File: config.mk
export PLATFORM = sky130hd
export DESIGN_NAME = bounded_sequence_deque
export DESIGN_NICKNAME = d
export VERILOG_FILES = /design/src/rtl/bsd_pkg.sv /design/src/rtl/bounded_sequence_deque.sv /design/src/rtl/bsd_cell.sv
export VERILOG_INCLUDE_DIRS = /design/src /design/src/rtl
export SDC_FILE = /design/constraint.sdc
export NUM_CORES = 2
export LEC_CHECK = 0
export BUFFER_PORTS_ARGS = -buffer_cell sky130_fd_sc_hd__buf_2
export CORE_UTILIZATION = 65
export DETAILED_ROUTE_END_ITERATION = 6
export GPL_ROUTABILITY_DRIVEN = 0
export PLACE_DENSITY_LB_ADDON = 0.12
export SETUP_SLACK_MARGIN = 0.1
export SYNTH_ARGS = -nofsm -noshare
export SYNTH_HDL_FRONTEND = slang
export SYNTH_HIERARCHICAL = 1
export SYNTH_SLANG_ARGS = --single-unit
File: constraint.sdc
create_clock -name clk -period 12.7 [get_ports clk]
set_clock_uncertainty 0.2 [all_clocks]
set_input_delay 2.54 -clock clk [delete_from_list [all_inputs] [get_ports clk]]
set_output_delay 2.54 -clock clk [all_outputs]
set_load 0.05 [all_outputs]
File: src/rtl/bounded_sequence_deque_macros.svh
// Assertion helpers used by the deque module.
`ifndef BOUNDED_SEQUENCE_DEQUE_MACROS_SVH
`define BOUNDED_SEQUENCE_DEQUE_MACROS_SVH

// The consequent must hold in the same cycle as the antecedent.
`define BSD_ASSERT_NOW(label, ante, cons) \
    label: assert property (@(posedge clk) disable iff (!rst_n) (ante) |-> (cons)) \
        else $error("deque check failed");

// The consequent must hold in the cycle after the antecedent.
`define BSD_ASSERT_NEXT(label, ante, cons) \
    label: assert property (@(posedge clk) disable iff (!rst_n) (ante) |=> (cons)) \
        else $error("deque check failed");

`endif

File: src/rtl/bsd_pkg.sv
`timescale 1ns / 1ps

package bsd_pkg;

    localparam int DEPTH      = 16;
    localparam int DATA_WIDTH = 32;
    localparam int IDX_W      = (DEPTH > 1) ? $clog2(DEPTH) : 1;
    localparam int CNT_W      = $clog2(DEPTH + 1);
    localparam int VALUE_W    = 32;
    localparam int OUT_CNT_W  = 5;
    localparam int ACTION_W   = 3;
    localparam int STATUS_W   = 2;

    typedef enum logic [ACTION_W-1:0] {
        ACT_PUSH_FRONT = 3'd0,
        ACT_PUSH_BACK  = 3'd1,
        ACT_POP_FRONT  = 3'd2,
        ACT_POP_BACK   = 3'd3,
        ACT_COUNT      = 3'd4,
        ACT_DELETE     = 3'd5,
        ACT_CLEAR      = 3'd6,
        ACT_DEDUP      = 3'd7
    } action_t;

    typedef enum logic [STATUS_W-1:0] {
        ST_DONE     = 2'd0,
        ST_EMPTY    = 2'd1,
        ST_FULL     = 2'd2,
        ST_NOTFOUND = 2'd3
    } status_t;

    typedef enum logic [1:0] {
        CELL_HOLD  = 2'd0,
        CELL_LEFT  = 2'd1,
        CELL_RIGHT = 2'd2,
        CELL_VALUE = 2'd3
    } cell_op_t;

    typedef struct packed {
        cell_op_t              op;
        logic [DATA_WIDTH-1:0] fill_data;
        logic [DATA_WIDTH-1:0] key;
    } cell_ctrl_t;

endpackage

File: src/rtl/bounded_sequence_deque.sv
// Push and pop at either end and clear: result registered in the cycle after the word is accepted,
// and a new word may be accepted every cycle while out_ready is high.
// Count and delete: compare in the cell row into a registered match vector, then reduce it into the result.
// Dedup: one row step per cycle until the pointer reaches the fill level, then the result is registered.
// Reset (rst_n low, asynchronous) empties the sequence and drops any pending result.
`timescale 1ns / 1ps
`include "bounded_sequence_deque_macros.svh"

module bounded_sequence_deque
    import bsd_pkg::*;
(
    input  logic                 clk,
    input  logic                 rst_n,
    input  logic                 in_valid,
    output logic                 in_ready,
    input  logic [ACTION_W-1:0]  action,
    input  logic signed [31:0]   value,
    output logic                 out_valid,
    input  logic                 out_ready,
    output logic [STATUS_W-1:0]  status,
    output logic signed [31:0]   popped_value,
    output logic [OUT_CNT_W-1:0] match_count,
    output logic [OUT_CNT_W-1:0] size_now,
    output logic                 seq_empty
);

    typedef enum logic [3:0] {
        S_IDLE   = 4'b0001,
        S_COUNT  = 4'b0010,
        S_DELETE = 4'b0100,
        S_DEDUP  = 4'b1000
    } state_t;

    state_t              state_reg, state_next;
    logic [CNT_W-1:0]    fill_reg, fill_next;
    logic [CNT_W-1:0]    ptr_reg, ptr_next;
    logic [DEPTH-1:0]    match_reg, match_next;
    logic                out_valid_reg, out_valid_next;
    status_t             status_reg, status_next;
    logic [VALUE_W-1:0]  popped_reg, popped_next;
    logic [CNT_W-1:0]    count_reg, count_next;
    logic [CNT_W-1:0]    size_reg, size_next;
    logic                empty_reg, empty_next;

    logic                  in_fire;
    logic                  res_load;
    logic [DATA_WIDTH-1:0] value_w;
    logic [DATA_WIDTH-1:0] key;
    logic [DATA_WIDTH-1:0] cand;
    logic [CNT_W-1:0]      last_pos;
    logic                  is_full;
    logic                  dup;

    logic [DATA_WIDTH-1:0] cell_data [DEPTH];
    cell_op_t              cell_op   [DEPTH];
    cell_ctrl_t            cell_ctrl [DEPTH];
    logic [DEPTH-1:0]      eq_vec;
    logic [DEPTH-1:0]      valid_vec;
    logic [DEPTH-1:0]      below_ptr;
    logic [DEPTH-1:0]      past_first;

    assign in_ready = (state_reg == S_IDLE) && (!out_valid_reg || out_ready);
    assign in_fire  = in_valid && in_ready;
    assign value_w  = DATA_WIDTH'(value);
    assign last_pos = fill_reg - CNT_W'(1);
    assign is_full  = (fill_reg >= CNT_W'(DEPTH));
    assign cand     = cell_data[ptr_reg[IDX_W-1:0]];
    assign key      = (state_reg == S_DEDUP) ? cand : value_w;
    assign dup      = |(eq_vec & below_ptr);

    for (genvar j = 0; j < DEPTH; j++)
    begin : g_cell
        logic [DATA_WIDTH-1:0] left_w;
        logic [DATA_WIDTH-1:0] right_w;

        if (j == 0)
        begin : g_head
            assign left_w = value_w;
        end
        else
        begin : g_body_l
            assign left_w = cell_data[j-1];
        end

        if (j == DEPTH - 1)
        begin : g_tail
            assign right_w = cell_data[j];
        end
        else
        begin : g_body_r
            assign right_w = cell_data[j+1];
        end

        assign valid_vec[j]  = (CNT_W'(j) < fill_reg);
        assign below_ptr[j]  = (CNT_W'(j) < ptr_reg);
        // Set from the first matching position to the end of the row.
        assign past_first[j] = |match_reg[j:0];

        assign cell_ctrl[j].op        = cell_op[j];
        assign cell_ctrl[j].fill_data = value_w;
        assign cell_ctrl[j].key       = key;

        bsd_cell u_cell (
            .clk        (clk),
            .ctrl       (cell_ctrl[j]),
            .left_data  (left_w),
            .right_data (right_w),
            .data       (cell_data[j]),
            .eq         (eq_vec[j])
        );
    end

    always_comb
    begin
        state_next     = state_reg;
        fill_next      = fill_reg;
        ptr_next       = ptr_reg;
        match_next     = match_reg;
        out_valid_next = out_valid_reg && !out_ready;
        res_load       = 1'b0;
        status_next    = ST_DONE;
        popped_next    = '0;
        count_next     = '0;
        for (int j = 0; j < DEPTH; j++)
        begin
            cell_op[j] = CELL_HOLD;
        end

        unique case (state_reg)
            S_IDLE:
            begin
                if (in_fire)
                begin
                    unique case (action_t'(action))
                        ACT_PUSH_FRONT:
                        begin
                            res_load = 1'b1;
                            if (is_full)
                            begin
                                status_next = ST_FULL;
                            end
                            else
                            begin
                                cell_op[0] = CELL_VALUE;
                                for (int j = 1; j < DEPTH; j++)
                                begin
                                    cell_op[j] = CELL_LEFT;
                                end
                                fill_next = fill_reg + CNT_W'(1);
                            end
                        end
                        ACT_PUSH_BACK:
                        begin
                            res_load = 1'b1;
                            if (is_full)
                            begin
                                status_next = ST_FULL;
                            end
                            else
                            begin
                                for (int j = 0; j < DEPTH; j++)
                                begin
                                    if (CNT_W'(j) == fill_reg)
                                    begin
                                        cell_op[j] = CELL_VALUE;
                                    end
                                end
                                fill_next = fill_reg + CNT_W'(1);
                            end
                        end
                        ACT_POP_FRONT:
                        begin
                            res_load = 1'b1;
                            if (fill_reg == '0)
                            begin
                                status_next = ST_EMPTY;
                            end
                            else
                            begin
                                popped_next = VALUE_W'(cell_data[0]);
                                for (int j = 0; j < DEPTH; j++)
                                begin
                                    cell_op[j] = CELL_RIGHT;
                                end
                                fill_next = last_pos;
                            end
                        end
                        ACT_POP_BACK:
                        begin
                            res_load = 1'b1;
                            if (fill_reg == '0)
                            begin
                                status_next = ST_EMPTY;
                            end
                            else
                            begin
                                popped_next = VALUE_W'(cell_data[last_pos[IDX_W-1:0]]);
                                fill_next   = last_pos;
                            end
                        end
                        ACT_COUNT:
                        begin
                            match_next = eq_vec & valid_vec;
                            state_next = S_COUNT;
                        end
                        ACT_DELETE:
                        begin
                            match_next = eq_vec & valid_vec;
                            state_next = S_DELETE;
                        end
                        ACT_CLEAR:
                        begin
                            res_load  = 1'b1;
                            fill_next = '0;
                        end
                        ACT_DEDUP:
                        begin
                            ptr_next   = CNT_W'(1);
                            state_next = S_DEDUP;
                        end
                        default:
                        begin
                            res_load = 1'b1;
                        end
                    endcase
                end
            end
            S_COUNT:
            begin
                res_load   = 1'b1;
                count_next = CNT_W'($countones(match_reg));
                state_next = S_IDLE;
            end
            S_DELETE:
            begin
                res_load   = 1'b1;
                state_next = S_IDLE;
                if (|match_reg)
                begin
                    for (int j = 0; j < DEPTH; j++)
                    begin
                        if (past_first[j])
                        begin
                            cell_op[j] = CELL_RIGHT;
                        end
                    end
                    fill_next = last_pos;
                end
                else
                begin
                    status_next = ST_NOTFOUND;
                end
            end
            S_DEDUP:
            begin
                // Each step checks the word at ptr against every kept word before it.
                if (ptr_reg >= fill_reg)
                begin
                    res_load   = 1'b1;
                    state_next = S_IDLE;
                end
                else if (dup)
                begin
                    for (int j = 0; j < DEPTH; j++)
                    begin
                        if (!below_ptr[j])
                        begin
                            cell_op[j] = CELL_RIGHT;
                        end
                    end
                    fill_next = last_pos;
                end
                else
                begin
                    ptr_next = ptr_reg + CNT_W'(1);
                end
            end
            default:
            begin
                state_next = S_IDLE;
            end
        endcase

        if (res_load)
        begin
            out_valid_next = 1'b1;
        end
        size_next  = fill_next;
        empty_next = (fill_next == '0);
    end

    always_ff @(posedge clk or negedge rst_n)
    begin
        if (!rst_n)
        begin
            state_reg     <= S_IDLE;
            fill_reg      <= '0;
            ptr_reg       <= '0;
            out_valid_reg <= 1'b0;
        end
        else
        begin
            state_reg     <= state_next;
            fill_reg      <= fill_next;
            ptr_reg       <= ptr_next;
            out_valid_reg <= out_valid_next;
        end
    end

    always_ff @(posedge clk)
    begin
        match_reg <= match_next;
        if (res_load)
        begin
            status_reg <= status_next;
            popped_reg <= popped_next;
            count_reg  <= count_next;
            size_reg   <= size_next;
            empty_reg  <= empty_next;
        end
    end

    assign out_valid    = out_valid_reg;
    assign status       = status_reg;
    assign popped_value = popped_reg;
    assign match_count  = OUT_CNT_W'(count_reg);
    assign size_now     = OUT_CNT_W'(size_reg);
    assign seq_empty    = empty_reg;

    `BSD_ASSERT_NOW(a_fill_bound, 1'b1, fill_reg <= CNT_W'(DEPTH))
    `BSD_ASSERT_NOW(a_busy_no_result, state_reg != S_IDLE, !out_valid_reg)
    `BSD_ASSERT_NOW(a_full_size, out_valid_reg && status_reg == ST_FULL, size_reg == CNT_W'(DEPTH))
    `BSD_ASSERT_NOW(a_empty_size, out_valid_reg && status_reg == ST_EMPTY, empty_reg)

endmodule

File: src/rtl/bsd_cell.sv
`timescale 1ns / 1ps

module bsd_cell
    import bsd_pkg::*;
(
    input  logic                  clk,
    input  cell_ctrl_t            ctrl,
    input  logic [DATA_WIDTH-1:0] left_data,
    input  logic [DATA_WIDTH-1:0] right_data,
    output logic [DATA_WIDTH-1:0] data,
    output logic                  eq
);

    logic [DATA_WIDTH-1:0] data_reg;
    logic [DATA_WIDTH-1:0] data_next;

    always_comb
    begin
        unique case (ctrl.op)
            CELL_HOLD:  data_next = data_reg;
            CELL_LEFT:  data_next = left_data;
            CELL_RIGHT: data_next = right_data;
            CELL_VALUE: data_next = ctrl.fill_data;
            default:    data_next = data_reg;
        endcase
    end

    always_ff @(posedge clk)
    begin
        data_reg <= data_next;
    end

    assign data = data_reg;
    assign eq   = (data_reg == ctrl.key);

endmodule
==> metrics.txt <==
status=finished, violations left; failing checks=design-rule violations, max-capacitance violations, max-slew violations; Placed Instances=4,726; design area=48,000 µm²; dpl hpwl=109,000 µm; clock buffer depth=3; Starting Density=65.6%; Arr. time, crit path=9.80 ns; critical-path cell list=buf_4 > mux4_2 > mux4_2 > nand2_1 > nand2_1 > xor2_1 > nor4_1 > nand4_1 > nor2_1 > maj3_1 > o221ai_1 > nand4_1 > and4b_1 > or3_4 > nor2_4 > nand2_1 > o221ai_4 > buf_4 > or2_2; initial drt markers=7,340; CP startpoint=ptr_reg[2]; final wirelength=173,000 µm; share of cells above drive strength 1=16.3%; port bufs=85; cts hold-fix bufs=0; die width=265 µm; Worst Setup End Kind=register; Hold WC Path Type=reg -> reg; Worst path most repeated cell=nand2_1; Hold Vio Cnt, Final=0; P per Cell Area=143 nW/µm²; Crit Reg-Reg Startpoint=ptr_reg[2]; worst path buffer plus inverter count=2; worst-skew pair later-pin latency=0.62 ns; slowest CP cell=or2_2; Netlist cell types=76; GR Util All Layers=49.0%; routed len/inst=35.6 µm; clk slew on worst S/H paths=0.06 ns; Via density=7.71; post-CTS setup buffer count=0; via count=37,402; Core ar.=68,500 µm²; ys flop type=edfxtp_1; Synth async-reset ratio=2.55%; Final nets=3,980; # clock sinks=588; die span in y=265 µm; Setup TNS=0 ns; Seq. cell area=17,600 µm²; Post-Layout Cell Count=4,850; Max-Slew Margin vs Limit=-1.56%; Layout area overhead=6.87%; crit share post-route=77.0%; first-pass GRT wire length=247,000 µm; total gr overflow=0; register bit total from synthesis=588; Core Rows=96; WP data required=12.72 ns; max reg flops=512; Pins Over Slew Limit=3; I/O pins=86; Sw Pwr=2.39 mW; CP max FO=66; # DRC=22; die area=70,200 µm²; Max stage delay on crit path=1.12 ns; Final setup violation count=0; syn nets=4,042; Max Freq=102 MHz; hold path start=out_valid; Worst setup SP type=register; post-CTS sizing=0; Total Power=6.87 mW; Placement Setup Slack=3.24 ns; synthesized area per cell=11.3 µm²; post-synthesis sequential area ratio=39.1%; multi-input logic area=26,000 µm²; Slew @ Worst Pin=1.51 ns; vias in the first global route=34,542; EDFF count, synth=573; Flop pwr share=34.7%; RSZ-0062 raised after global routing=false; max cap viols=6; Mapped Area=44,900 µm²; pin count of the biggest net entering global routing=79; CTS tree=done; CTS buffer count=66; maximum VDD drop=0.000162 V; delay-heaviest family, CP=simple AND/OR/NAND/NOR gates; Pint=4.48 mW; drt pass-1 iters=7; placed instance area=45,800 µm²; critical path type=reg -> reg; Fillers=5,003; Logic pwr share=36.0%; Gate Count Post-Synth=3,974; Root Buffer=clkbuf_16; initial antenna violation count=21; H-tree levels=3; Worst Setup Slack, final=2.92 ns; Leakage=15.5 nW; Clk pwr share=29.3%; crit path time final=9.78 ns; switching share of power=34.8%; Routed Antenna Nets=0; Ys Warns=6
layout by cell type (no fill, tap or decap), types with 70 or more instances in the layout:
master,Yosys,routed
nor4_1,130,129
buf_2,90,84
edfxtp_1,573,573
nand2_1,149,148
nor2_1,591,589
xor2_1,514,514
mux2i_1,544,544
buf_4,17,70
a21oi_1,555,540
mux4_2,320,320
power by group through the flow:
stage	sequential [mW]	clock (mW)	combinational, mW
global route	2.39	2.07	2.54
finish	2.39	2.01	2.47
detailed placement	2.42	0	2.37
CTS	2.38	2.00	2.37
global placement	2.42	0	2.33
floorplan	2.38	0	1.69
worst register-to-register path, stage by stage (launching register included):
cell and delay [ns]:
dfrtp_4 1.10, buf_4 0.78, mux4_2 0.50, mux4_2 0.47, nand2_1 0.10, nand2_1 0.48
xor2_1 0.34, nor4_1 1.07, nand4_1 0.25, nor2_1 0.60, maj3_1 0.30, o221ai_1 0.12
nand4_1 0.17, and4b_1 0.26, or3_4 0.40, nor2_4 0.15, nand2_1 0.11, o221ai_4 0.07
buf_4 0.73, or2_2 1.15
path summary, 6_finish.rpt:
check                           depth (start not counted)  slack, ns                        end
max in group asynchronous                               1      10.34               state_reg[0]
worst min-delay path                                    2       0.33                  out_valid
worst min register to register                          2       0.33                  out_valid
min in group asynchronous                               1       1.65                fill_reg[1]
worst max-delay path                                   19       2.92  g_cell[2].u_cell/data[27]
worst max register to register                         19       2.92  g_cell[2].u_cell/data[27]
area by class of cell:
type / count / area share, %
antenna: 7 / 0.0365
clock buffer: 79 / 3.67
clock inverter: 38 / 0.855
inverter: 31 / 0.242
multi-input combinational: 3070 / 54.2
sequential: 588 / 36.6
tap: 882 / 2.30
timing repair buffer: 155 / 2.01
through the flow:
stage | hold slack, ns | util (%)
floorplan | 0.433 | -
global placement | 0.328 | 66.9
detailed placement | 0.326 | 66.9
CTS | 0.339 | 70.1
global route | 0.368 | 70.1
finish | 0.332 | 70.1
per-layer routing:
layer  wire length, µm  share of wire (%)  vias to the layer above  track usage (%)
li1                  -                  -                    14856                -
met1             56500                 33                    17784             63.3
met2             70600                 41                     3866             67.4
met3             31600                 18                      872             20.6
met4             13900                8.1                       24             31.4
met5               239               0.14                        -             1.32
synth_stat cells (all sizes together) (2+ instances only):
cell	number	area (µm²)
o21ai	31	159
mux2i	544	5450
or2	20	125
o31a	2	17.5
o211ai	5	42.5
xnor2	3	26.3
nor2b	4	25.0
nor4	130	813
nor2	593	2240
and2	10	62.6
o221ai	11	96.3
xor2	514	4500
a31oi	8	50.1
nand3b	3	22.5
fa	10	200
a21oi	557	2800
nand3	17	85.1
or4b	3	37.5
buf	174	1200
nor4b	7	88.8
nand2	150	566
a21boi	9	67.6
nand4	36	225
a21o	3	22.5
o21bai	2	15.0
o22ai	2	12.5
edfxtp	573	17200
nand2b	7	43.8
nor3b	2	15.0
inv	30	113
mux4	320	7210
o21a	4	30.0
o31ai	7	52.6
dfrtp	14	350
a221o	3	30.0
or4	3	22.5
o32ai	2	17.5
nor3	14	75.1
ha	19	238
clkbuf	111	417
logic make-up after synthesis:
group / after synthesis / share of synthesized area (%)
compound gates: 655 / 7.79
xor+xnor: 517 / 10.1
flops: 588 / 39.1
mux: 864 / 28.2
fa+ha+maj: 30 / 0.997
simple gates: 1004 / 9.99
buf+inv: 316 / 3.85
Power figures use the tool's default switching activity.
